**config.mk**
```make
export PLATFORM = sky130hd
export DESIGN_NAME = ran2_shuffled_combined_lcg_core
export DESIGN_NICKNAME = d
export VERILOG_FILES = /design/src/sv/ran2_pkg.sv /design/src/sv/ran2_ram.sv /design/src/sv/ran2_lcg.sv /design/src/sv/ran2_shuffled_combined_lcg_core.sv
export SDC_FILE = /design/constraint.sdc
export NUM_CORES = 2
export LEC_CHECK = 0
export CAP_MARGIN = 20
export CORE_UTILIZATION = 38
export DETAILED_ROUTE_END_ITERATION = 16
export DONT_BUFFER_PORTS = 1
export GPL_TIMING_DRIVEN = 1
export PLACE_DENSITY_LB_ADDON = 0.08
export RECOVER_POWER = 100
export SLEW_MARGIN = 20
export SYNTH_ARGS = -nofsm -noshare
export SYNTH_HDL_FRONTEND = slang
export SYNTH_SLANG_ARGS = --single-unit
```
**constraint.sdc**
```tcl
create_clock -name clk -period 14.3 [get_ports clk]
set_clock_uncertainty 0.15 [all_clocks]
set_input_delay 1.43 -clock clk [delete_from_list [all_inputs] [get_ports clk]]
set_output_delay 1.43 -clock clk [all_outputs]
set_load 0.01 [all_outputs]
```
**src/sv/ran2_pkg.sv**
```systemverilog
`default_nettype none

package ran2_pkg;

    localparam int TABLE_SIZE = 32;
    localparam int SLOT_W     = $clog2(TABLE_SIZE);
    localparam int VAL_W      = 31;
    localparam int MUL_W      = 16;
    localparam int FOLD_W     = 8;
    localparam int PROD_W     = VAL_W + MUL_W;

    localparam logic [VAL_W-1:0] MOD_A = 31'd2147483563;
    localparam logic [VAL_W-1:0] MOD_B = 31'd2147483399;
    localparam logic [MUL_W-1:0] MUL_A = 16'd40014;
    localparam logic [MUL_W-1:0] MUL_B = 16'd40692;

    // 2^31 is congruent to these small values under each modulus.
    localparam longint TWO_POW_31 = 64'd2147483648;
    localparam logic [FOLD_W-1:0] FOLD_A = FOLD_W'(TWO_POW_31 - longint'(MOD_A));
    localparam logic [FOLD_W-1:0] FOLD_B = FOLD_W'(TWO_POW_31 - longint'(MOD_B));

    localparam logic [VAL_W-1:0] SPAN_A = MOD_A - 31'd1;

    // Slot selection: divide the last output by SLOT_DIV through a reciprocal.
    localparam longint SLOT_DIV = 64'd1 + longint'(SPAN_A) / TABLE_SIZE;
    localparam int     RECIP_SH = 37;
    localparam longint RECIP    = (64'd1 << RECIP_SH) / SLOT_DIV;
    localparam int     Q_W      = SLOT_W + 1;
    localparam int     QP_W     = RECIP_SH + Q_W;

    localparam int WARM_STEPS = TABLE_SIZE + 8;
    localparam int CNT_W      = $clog2(WARM_STEPS);

    localparam logic CMD_DRAW = 1'b0;
    localparam logic CMD_SEED = 1'b1;

    typedef enum logic [4:0] {
        ST_IDLE   = 5'b00001,
        ST_WARM   = 5'b00010,
        ST_SLOT   = 5'b00100,
        ST_READ   = 5'b01000,
        ST_FINISH = 5'b10000
    } state_t;

    typedef struct packed {
        logic start;
        logic sel_b;
    } lcg_ctl_t;

endpackage

`default_nettype wire

```
**src/sv/ran2_ram.sv**
```systemverilog
`default_nettype none

module ran2_ram #(
    parameter int WIDTH = 31,
    parameter int DEPTH = 32
) (
    input  wire logic                     clk,
    input  wire logic                     wr_en,
    input  wire logic [$clog2(DEPTH)-1:0] wr_addr,
    input  wire logic [WIDTH-1:0]         wr_data,
    input  wire logic                     rd_en,
    input  wire logic [$clog2(DEPTH)-1:0] rd_addr,
    output logic      [WIDTH-1:0]         rd_data
);

    logic [WIDTH-1:0] mem [DEPTH];
    logic [WIDTH-1:0] rd_data_reg;

    always_ff @(posedge clk)
    begin
        if (wr_en)
        begin
            mem[wr_addr] <= wr_data;
        end
        if (rd_en)
        begin
            rd_data_reg <= mem[rd_addr];
        end
    end

    assign rd_data = rd_data_reg;

endmodule

`default_nettype wire

```
**src/sv/ran2_lcg.sv**
```systemverilog
`default_nettype none

// Three-stage multiply and reduce: x * mul mod m, with m = 2^31 - c.
// The high part of the product is folded back twice, then one subtract.
module ran2_lcg (
    input  wire logic                         clk,
    input  wire logic                         rst_n,
    input  wire ran2_pkg::lcg_ctl_t           ctl,
    input  wire logic [ran2_pkg::VAL_W-1:0]   x,
    output logic      [ran2_pkg::VAL_W-1:0]   result,
    output logic                              done
);

    localparam int VW = ran2_pkg::VAL_W;
    localparam int PW = ran2_pkg::PROD_W;

    logic                 v1_reg, v2_reg, done_reg;
    logic                 sel1_reg, sel2_reg;
    logic [PW-1:0]        prod_reg;
    logic [VW:0]          fold_reg;
    logic [VW-1:0]        result_reg;

    logic [ran2_pkg::MUL_W-1:0]  mul;
    logic [PW-1:0]               prod_next;
    logic [ran2_pkg::FOLD_W-1:0] fold_c1, fold_c2;
    logic [VW:0]                 fold_next;
    logic [VW:0]                 f2;
    logic [VW:0]                 mod_ext;
    logic [VW:0]                 res_next;

    always_comb
    begin
        mul       = ctl.sel_b ? ran2_pkg::MUL_B : ran2_pkg::MUL_A;
        prod_next = {{ran2_pkg::MUL_W{1'b0}}, x} * {{VW{1'b0}}, mul};

        fold_c1   = sel1_reg ? ran2_pkg::FOLD_B : ran2_pkg::FOLD_A;
        fold_next = (VW+1)'(prod_reg[PW-1:VW]) * (VW+1)'(fold_c1)
                  + (VW+1)'(prod_reg[VW-1:0]);

        fold_c2   = sel2_reg ? ran2_pkg::FOLD_B : ran2_pkg::FOLD_A;
        mod_ext   = {1'b0, (sel2_reg ? ran2_pkg::MOD_B : ran2_pkg::MOD_A)};
        f2        = (VW+1)'(fold_reg[VW] ? fold_c2 : {ran2_pkg::FOLD_W{1'b0}})
                  + {1'b0, fold_reg[VW-1:0]};
        res_next  = (f2 >= mod_ext) ? (f2 - mod_ext) : f2;
    end

    always_ff @(posedge clk or negedge rst_n)
    begin
        if (!rst_n)
        begin
            v1_reg   <= 1'b0;
            v2_reg   <= 1'b0;
            done_reg <= 1'b0;
        end
        else
        begin
            v1_reg   <= ctl.start;
            v2_reg   <= v1_reg;
            done_reg <= v2_reg;
        end
    end

    always_ff @(posedge clk)
    begin
        if (ctl.start)
        begin
            prod_reg <= prod_next;
            sel1_reg <= ctl.sel_b;
        end
        if (v1_reg)
        begin
            fold_reg <= fold_next;
            sel2_reg <= sel1_reg;
        end
        // The result holds until the next step, so a stalled consumer keeps it.
        if (v2_reg)
        begin
            result_reg <= res_next[VW-1:0];
        end
    end

    assign result = result_reg;
    assign done   = done_reg;

endmodule

`default_nettype wire

```
**src/sv/ran2_shuffled_combined_lcg_core.sv**
```systemverilog
// Combined two-generator random number source with a 32-entry shuffle table.
// Input channel (in_valid/in_ready): command and seed. A seed command loads
// both generators and runs 40 warm-up steps that fill the table; it gives
// no result and keeps in_ready low until its last warm-up step is done.
// A draw command gives one value on the output channel (out_valid/out_ready).
// A draw passes through the slot, read and finish states; its result is
// registered as it leaves the finish state, and no new item is taken before
// then. Its pace is set by the three-stage multiply-and-reduce units and
// the table read, which overlap with the slot division.
// Warm-up steps run one after another through the first generator's
// unit, as every step depends on the one before it.
// The output register parts the two channels: a new item is taken while a
// result waits. A draw that finishes while the previous result is still not
// taken waits in its last stage until the receiver frees the register.
// After reset both generators hold 1 and the last output is 0; the table
// holds nothing meaningful until the first seed, so a draw must not come
// first.
`default_nettype none

module ran2_shuffled_combined_lcg_core (
    input  wire logic                        clk,
    input  wire logic                        rst_n,
    input  wire logic                        in_valid,
    output logic                             in_ready,
    input  wire logic                        command,
    input  wire logic signed [31:0]          seed,
    output logic                             out_valid,
    input  wire logic                        out_ready,
    output logic      [ran2_pkg::VAL_W-1:0]  value
);

    localparam int VW = ran2_pkg::VAL_W;
    localparam int SW = ran2_pkg::SLOT_W;
    localparam int QW = ran2_pkg::Q_W;
    localparam int CW = ran2_pkg::CNT_W;

    ran2_pkg::state_t state_reg, state_next;
    logic [CW-1:0]    count_reg, count_next;
    logic [VW-1:0]    first_gen_reg, first_gen_next;
    logic [VW-1:0]    second_gen_reg, second_gen_next;
    logic [VW-1:0]    last_reg, last_next;
    logic [QW-1:0]    q0_reg, q0_next;
    logic [SW-1:0]    slot_reg, slot_next;
    logic             out_valid_reg, out_valid_next;
    logic [VW-1:0]    value_reg, value_next;

    logic             in_fire;
    logic             finish_fire;
    logic             warm_last;
    logic             warm_wr;
    logic [VW-1:0]    seed_start;
    logic [ran2_pkg::QP_W-1:0] q_prod;
    logic [31:0]      rem;
    logic [QW-1:0]    q_fix;
    logic [CW-1:0]    warm_addr;
    logic [31:0]      diff;
    logic [31:0]      wrapped;
    logic [VW-1:0]    y;

    ran2_pkg::lcg_ctl_t ctl_a, ctl_b;
    logic [VW-1:0]      x_a;
    logic [VW-1:0]      res_a, res_b;
    logic               done_a, done_b;

    logic               ram_wr_en;
    logic [SW-1:0]      ram_wr_addr;
    logic [VW-1:0]      ram_wr_data;
    logic               ram_rd_en;
    logic [VW-1:0]      ram_rd_data;

    assign in_ready  = (state_reg == ran2_pkg::ST_IDLE);
    assign in_fire   = in_valid && in_ready;
    assign out_valid = out_valid_reg;
    assign value     = value_reg;

    // max(seed + 1, 1), saturated to 31 bits at the top of the range.
    always_comb
    begin
        if (seed[31] || (seed == 32'sd0))
        begin
            seed_start = VW'(1);
        end
        else if (seed == 32'sh7FFFFFFF)
        begin
            seed_start = {VW{1'b1}};
        end
        else
        begin
            seed_start = seed[VW-1:0] + VW'(1);
        end
    end

    // Slot estimate from the reciprocal; it is exact or one too small.
    assign q_prod = ran2_pkg::QP_W'(last_reg) * ran2_pkg::QP_W'(ran2_pkg::RECIP);
    assign q0_next = q_prod[ran2_pkg::RECIP_SH +: QW];

    always_comb
    begin
        rem = 32'(last_reg) - 32'(q0_reg) * 32'(ran2_pkg::SLOT_DIV);
        q_fix = q0_reg + ((rem >= 32'(ran2_pkg::SLOT_DIV)) ? QW'(1) : QW'(0));
        if (q_fix >= QW'(ran2_pkg::TABLE_SIZE))
        begin
            slot_next = SW'(ran2_pkg::TABLE_SIZE - 1);
        end
        else
        begin
            slot_next = q_fix[SW-1:0];
        end
    end

    assign warm_last = (count_reg == CW'(ran2_pkg::WARM_STEPS - 1));
    assign warm_addr = CW'(ran2_pkg::WARM_STEPS - 1) - count_reg;
    assign warm_wr   = (state_reg == ran2_pkg::ST_WARM) && done_a
                    && (count_reg >= CW'(ran2_pkg::WARM_STEPS - ran2_pkg::TABLE_SIZE));

    assign finish_fire = (state_reg == ran2_pkg::ST_FINISH) && (!out_valid_reg || out_ready);

    // New output: table entry minus the second generator, wrapped into range.
    always_comb
    begin
        diff    = {1'b0, ram_rd_data} - {1'b0, res_b};
        wrapped = {1'b0, ram_rd_data} + {1'b0, ran2_pkg::SPAN_A} - {1'b0, res_b};
        y       = diff[31] ? wrapped[VW-1:0] : diff[VW-1:0];
    end

    // Generator units: the first one also runs the warm-up, fed from its own result.
    always_comb
    begin
        ctl_a.sel_b = 1'b0;
        ctl_a.start = in_fire
                   || ((state_reg == ran2_pkg::ST_WARM) && done_a && !warm_last);
        ctl_b.sel_b = 1'b1;
        ctl_b.start = in_fire && (command == ran2_pkg::CMD_DRAW);
        if (state_reg == ran2_pkg::ST_IDLE)
        begin
            x_a = (command == ran2_pkg::CMD_SEED) ? seed_start : first_gen_reg;
        end
        else
        begin
            x_a = res_a;
        end
    end

    ran2_lcg u_lcg_a (
        .clk    (clk),
        .rst_n  (rst_n),
        .ctl    (ctl_a),
        .x      (x_a),
        .result (res_a),
        .done   (done_a)
    );

    ran2_lcg u_lcg_b (
        .clk    (clk),
        .rst_n  (rst_n),
        .ctl    (ctl_b),
        .x      (second_gen_reg),
        .result (res_b),
        .done   (done_b)
    );

    always_comb
    begin
        ram_wr_en   = warm_wr || finish_fire;
        ram_wr_addr = finish_fire ? slot_reg : warm_addr[SW-1:0];
        ram_wr_data = res_a;
        ram_rd_en   = (state_reg == ran2_pkg::ST_READ);
    end

    ran2_ram #(
        .WIDTH (VW),
        .DEPTH (ran2_pkg::TABLE_SIZE)
    ) u_table (
        .clk     (clk),
        .wr_en   (ram_wr_en),
        .wr_addr (ram_wr_addr),
        .wr_data (ram_wr_data),
        .rd_en   (ram_rd_en),
        .rd_addr (slot_reg),
        .rd_data (ram_rd_data)
    );

    always_comb
    begin
        state_next      = state_reg;
        count_next      = count_reg;
        first_gen_next  = first_gen_reg;
        second_gen_next = second_gen_reg;
        last_next       = last_reg;
        value_next      = value_reg;
        out_valid_next  = out_valid_reg && !out_ready;

        unique case (state_reg)
            ran2_pkg::ST_IDLE:
            begin
                if (in_fire)
                begin
                    if (command == ran2_pkg::CMD_SEED)
                    begin
                        first_gen_next  = seed_start;
                        second_gen_next = seed_start;
                        count_next      = '0;
                        state_next      = ran2_pkg::ST_WARM;
                    end
                    else
                    begin
                        state_next = ran2_pkg::ST_SLOT;
                    end
                end
            end
            ran2_pkg::ST_WARM:
            begin
                if (done_a)
                begin
                    first_gen_next = res_a;
                    if (warm_last)
                    begin
                        last_next  = res_a;
                        state_next = ran2_pkg::ST_IDLE;
                    end
                    else
                    begin
                        count_next = count_reg + CW'(1);
                    end
                end
            end
            ran2_pkg::ST_SLOT:
            begin
                state_next = ran2_pkg::ST_READ;
            end
            ran2_pkg::ST_READ:
            begin
                state_next = ran2_pkg::ST_FINISH;
            end
            ran2_pkg::ST_FINISH:
            begin
                // Both generator results are ready here; done_b only marks the
                // cycle they arrived, so the stored results are used instead.
                if (finish_fire)
                begin
                    first_gen_next  = res_a;
                    second_gen_next = res_b;
                    last_next       = y;
                    value_next      = y;
                    out_valid_next  = 1'b1;
                    state_next      = ran2_pkg::ST_IDLE;
                end
            end
            default:
            begin
                state_next = ran2_pkg::ST_IDLE;
            end
        endcase
    end

    always_ff @(posedge clk or negedge rst_n)
    begin
        if (!rst_n)
        begin
            state_reg      <= ran2_pkg::ST_IDLE;
            count_reg      <= '0;
            first_gen_reg  <= VW'(1);
            second_gen_reg <= VW'(1);
            last_reg       <= '0;
            out_valid_reg  <= 1'b0;
        end
        else
        begin
            state_reg      <= state_next;
            count_reg      <= count_next;
            first_gen_reg  <= first_gen_next;
            second_gen_reg <= second_gen_next;
            last_reg       <= last_next;
            out_valid_reg  <= out_valid_next;
        end
    end

    always_ff @(posedge clk)
    begin
        value_reg <= value_next;
        if (in_fire)
        begin
            q0_reg <= q0_next;
        end
        if ((state_reg == ran2_pkg::ST_SLOT) && !done_b)
        begin
            slot_reg <= slot_next;
        end
        else if (state_reg == ran2_pkg::ST_SLOT)
        begin
            slot_reg <= slot_next;
        end
    end

endmodule

`default_nettype wire

```
==> reports/summary.txt <==
Status: finished, violations left
Failing checks: max-capacitance violations, max-slew violations
RSZ-0062 raised after global routing: false
Final setup TNS: 0 ps
Critical Path RT: 14720 ps
Tcrit/Tclk final: 68.81%
Total grt overflow: 0
Routed wire length: 237.7 mm
CTS Hold Buffers Added: 0
Final hold vios: 0
CTS resizes: 0
Clk_lat worst skew: 810 ps
HPWL Detailed: 167.9 mm
Via/cell ratio: 5.349
Crit-path most repeated cell: fa_1
Sequential area share after synthesis: 49.41%
Setup-failing EPs final: 0
Syn_area_per_cell: 13.60 um^2
RR Startpoint: state_reg[3]
Worst slew pin tran: 5671 ps
Area Growth Syn to Fin: 10.18%
Max reg flops: 992
R2R setup slack: 4460 ps
Post-synth EDFFs: 1281
WL/cell: 25.78 um
Critical path class: reg2reg
CP startpoint kind: register
Hold crit path type: in2async
Port buffer count: 0
Commonest cells post-synth: edfxtp_1, inv_1, ha_1
Reg-to-reg endpoint: u_lcg_a.prod_reg[46]
Synth warnings: 0
First-pass GRT wire length: 352.2 mm
CTS sink cnt: 1390
Max-cap violations: 101
Core area: 0.2176 mm^2
H-tree level count: 4
Slew margin rel.: -278.0%
Flops & latches, synth: 1390
WP data arrival: 10260 ps
Highest Clock Rate: 0.1016 GHz
CP peak stage delay: 2030 ps
Synth area leaders: edfxtp_1, fa_1, ha_1, mux4_2, inv_1
Post-Synthesis Cells: 6132
Pin count of the biggest net entering global routing: 119
CP max stage cell: clkbuf_1
CTS tree: done
Global-route usage over all layers: 21.74%
CTS buffer count: 156
Starting Density: 38.32%
Number of nets in the layout: 7349
Die width: 470.4 um
Layout cell share with drive strength beyond 1: 9.450%
Post-synthesis cell area: 0.08338 mm^2
Floorplan row count: 171
Antenna violations before repair: 23
Top-area cell type share of the netlist area: 46.13%
GPL Wtd Cong: 0.8711
Synth unique cells: 100
Fin. max-slew vios: 2914
Synth Net Count: 7241
Vias in the first global route: 51160
Primary FF master, synth: edfxtp_1
Fin crit period: 9840 ps
Residual DRC count: 0
DR pass1 iterations: 5
Crit-path max FO: 71
Chip height: 470.4 um
Antenna-violating nets left: 0
Die area: 0.2213 mm^2
Yosys top cell by area: edfxtp_1
Worst r2r path cells: 26
Root buf cell: clkbuf_16
Clock Pin Slew Worst Setup and Hold Paths: 60 ps
Synth async-reset ratio: 7.842%
I/O Pins: 70
Initial DRC count: 4021
Vias: 49300
Worst setup EP type: register
Clock Path Buffers: 3
Post-CTS Setup Bufs: 0
Most common cell in the netlist: edfxtp_1
-- area by class of cell --
class,instances,area (um^2)
Clock inverter,72,783.3
Multi-Input combinational cell,3726,38420
Sequential cell,1390,41200
Clock buffer,206,4164
Inverter,862,3236
Fill cell,20000,125700
Antenna cell,4,10.01
Tap cell,2854,3571
Timing Repair Buffer,104,494.2
-- how the worst max path moves through the flow --
stage | from | endpoint | slack (ps)
after floorplan | seed[0] | u_lcg_a.prod_reg[46] | 4960
after global placement | seed[0] | u_lcg_a.prod_reg[46] | 4120
after detailed placement | seed[0] | u_lcg_a.prod_reg[33] | 4020
after CTS | seed[0] | u_lcg_a.prod_reg[46] | 4870
after global routing | state_reg[4] | u_lcg_a.prod_reg[33] | 3590
final | state_reg[3] | u_lcg_a.prod_reg[46] | 4460
-- routing by layer --
metal,GRT usage (%),up-vias,wire length (um)
met5,0,-,0
met4,5.136,0,5235
met3,2.481,223,10640
met2,34.69,1066,110500
met1,31.62,25620,111200
li1,-,22400,-
-- placed cells by master, fill, tap and decap left out, types with 24 or more instances in the layout --
master,instances
edfxtp_1,1281
inv_1,862
ha_1,621
fa_1,451
mux4_2,310
nand2_1,285
o21ai_0,276
a21oi_1,271
nor2_1,254
xnor2_1,191
clkbuf_16,158
clkbuf_1,128
a21o_1,125
xor2_1,117
dfrtp_1,106
mux2i_1,93
nand3_1,75
nor3_1,60
o21bai_1,42
o21a_1,41
and3_1,39
nand2b_1,38
nand4_1,37
a211oi_1,34
nor2b_1,33
a31oi_1,31
mux2_1,28
clkinv_1,24
-- logic make-up (layout without fill, tap and decap cells) --
| group | count (synthesis) | after routing | share of synthesized area [%] |
|---|---|---|---|
| AO/OA/AOI/OAI | 968 | 968 | 7.303 |
| XOR/XNOR | 308 | 308 | 3.235 |
| adder cells (fa/ha/maj) | 1072 | 1072 | 20.15 |
| buffers and inverters | 1016 | 1244 | 4.592 |
| flip-flops | 1390 | 1390 | 49.41 |
| multiplexers | 441 | 441 | 10.00 |
| other | 0 | 4 | 0 |
| AND/OR/NAND/NOR | 937 | 937 | 5.315 |
-- critical path, delay by kind of cell, from the launching register on --
| kind | cells | cell delay (ps) |
|---|---|---|
| AO/OA/AOI/OAI | 11 | 3200 |
| adder cells (fa/ha/maj) | 7 | 3340 |
| flip-flops | 1 | 420 |
| XOR/XNOR | 1 | 80 |
| AND/OR/NAND/NOR | 2 | 150 |
| buffers and inverters | 5 | 2230 |
-- per-stage QoR --
step / area (um^2) / hold WS (ps) / setup WS, ps / instances / util (%)
floorplan: 83390 / 283.4 / 4962 / 6132 / -
global placement: 87510 / 308.3 / 4122 / 8936 / 40.22
finish: 91880 / 204.2 / 4460 / 9218 / 42.22
detailed placement: 87510 / 314.7 / 4021 / 8936 / 40.22
global route: 91870 / 144.6 / 3591 / 9216 / 42.22
CTS: 92460 / 126.0 / 4870 / 9214 / 42.49
Power is not shown: default switching activity piles up to over one toggle a cycle in this logic, so the estimate is an artifact.
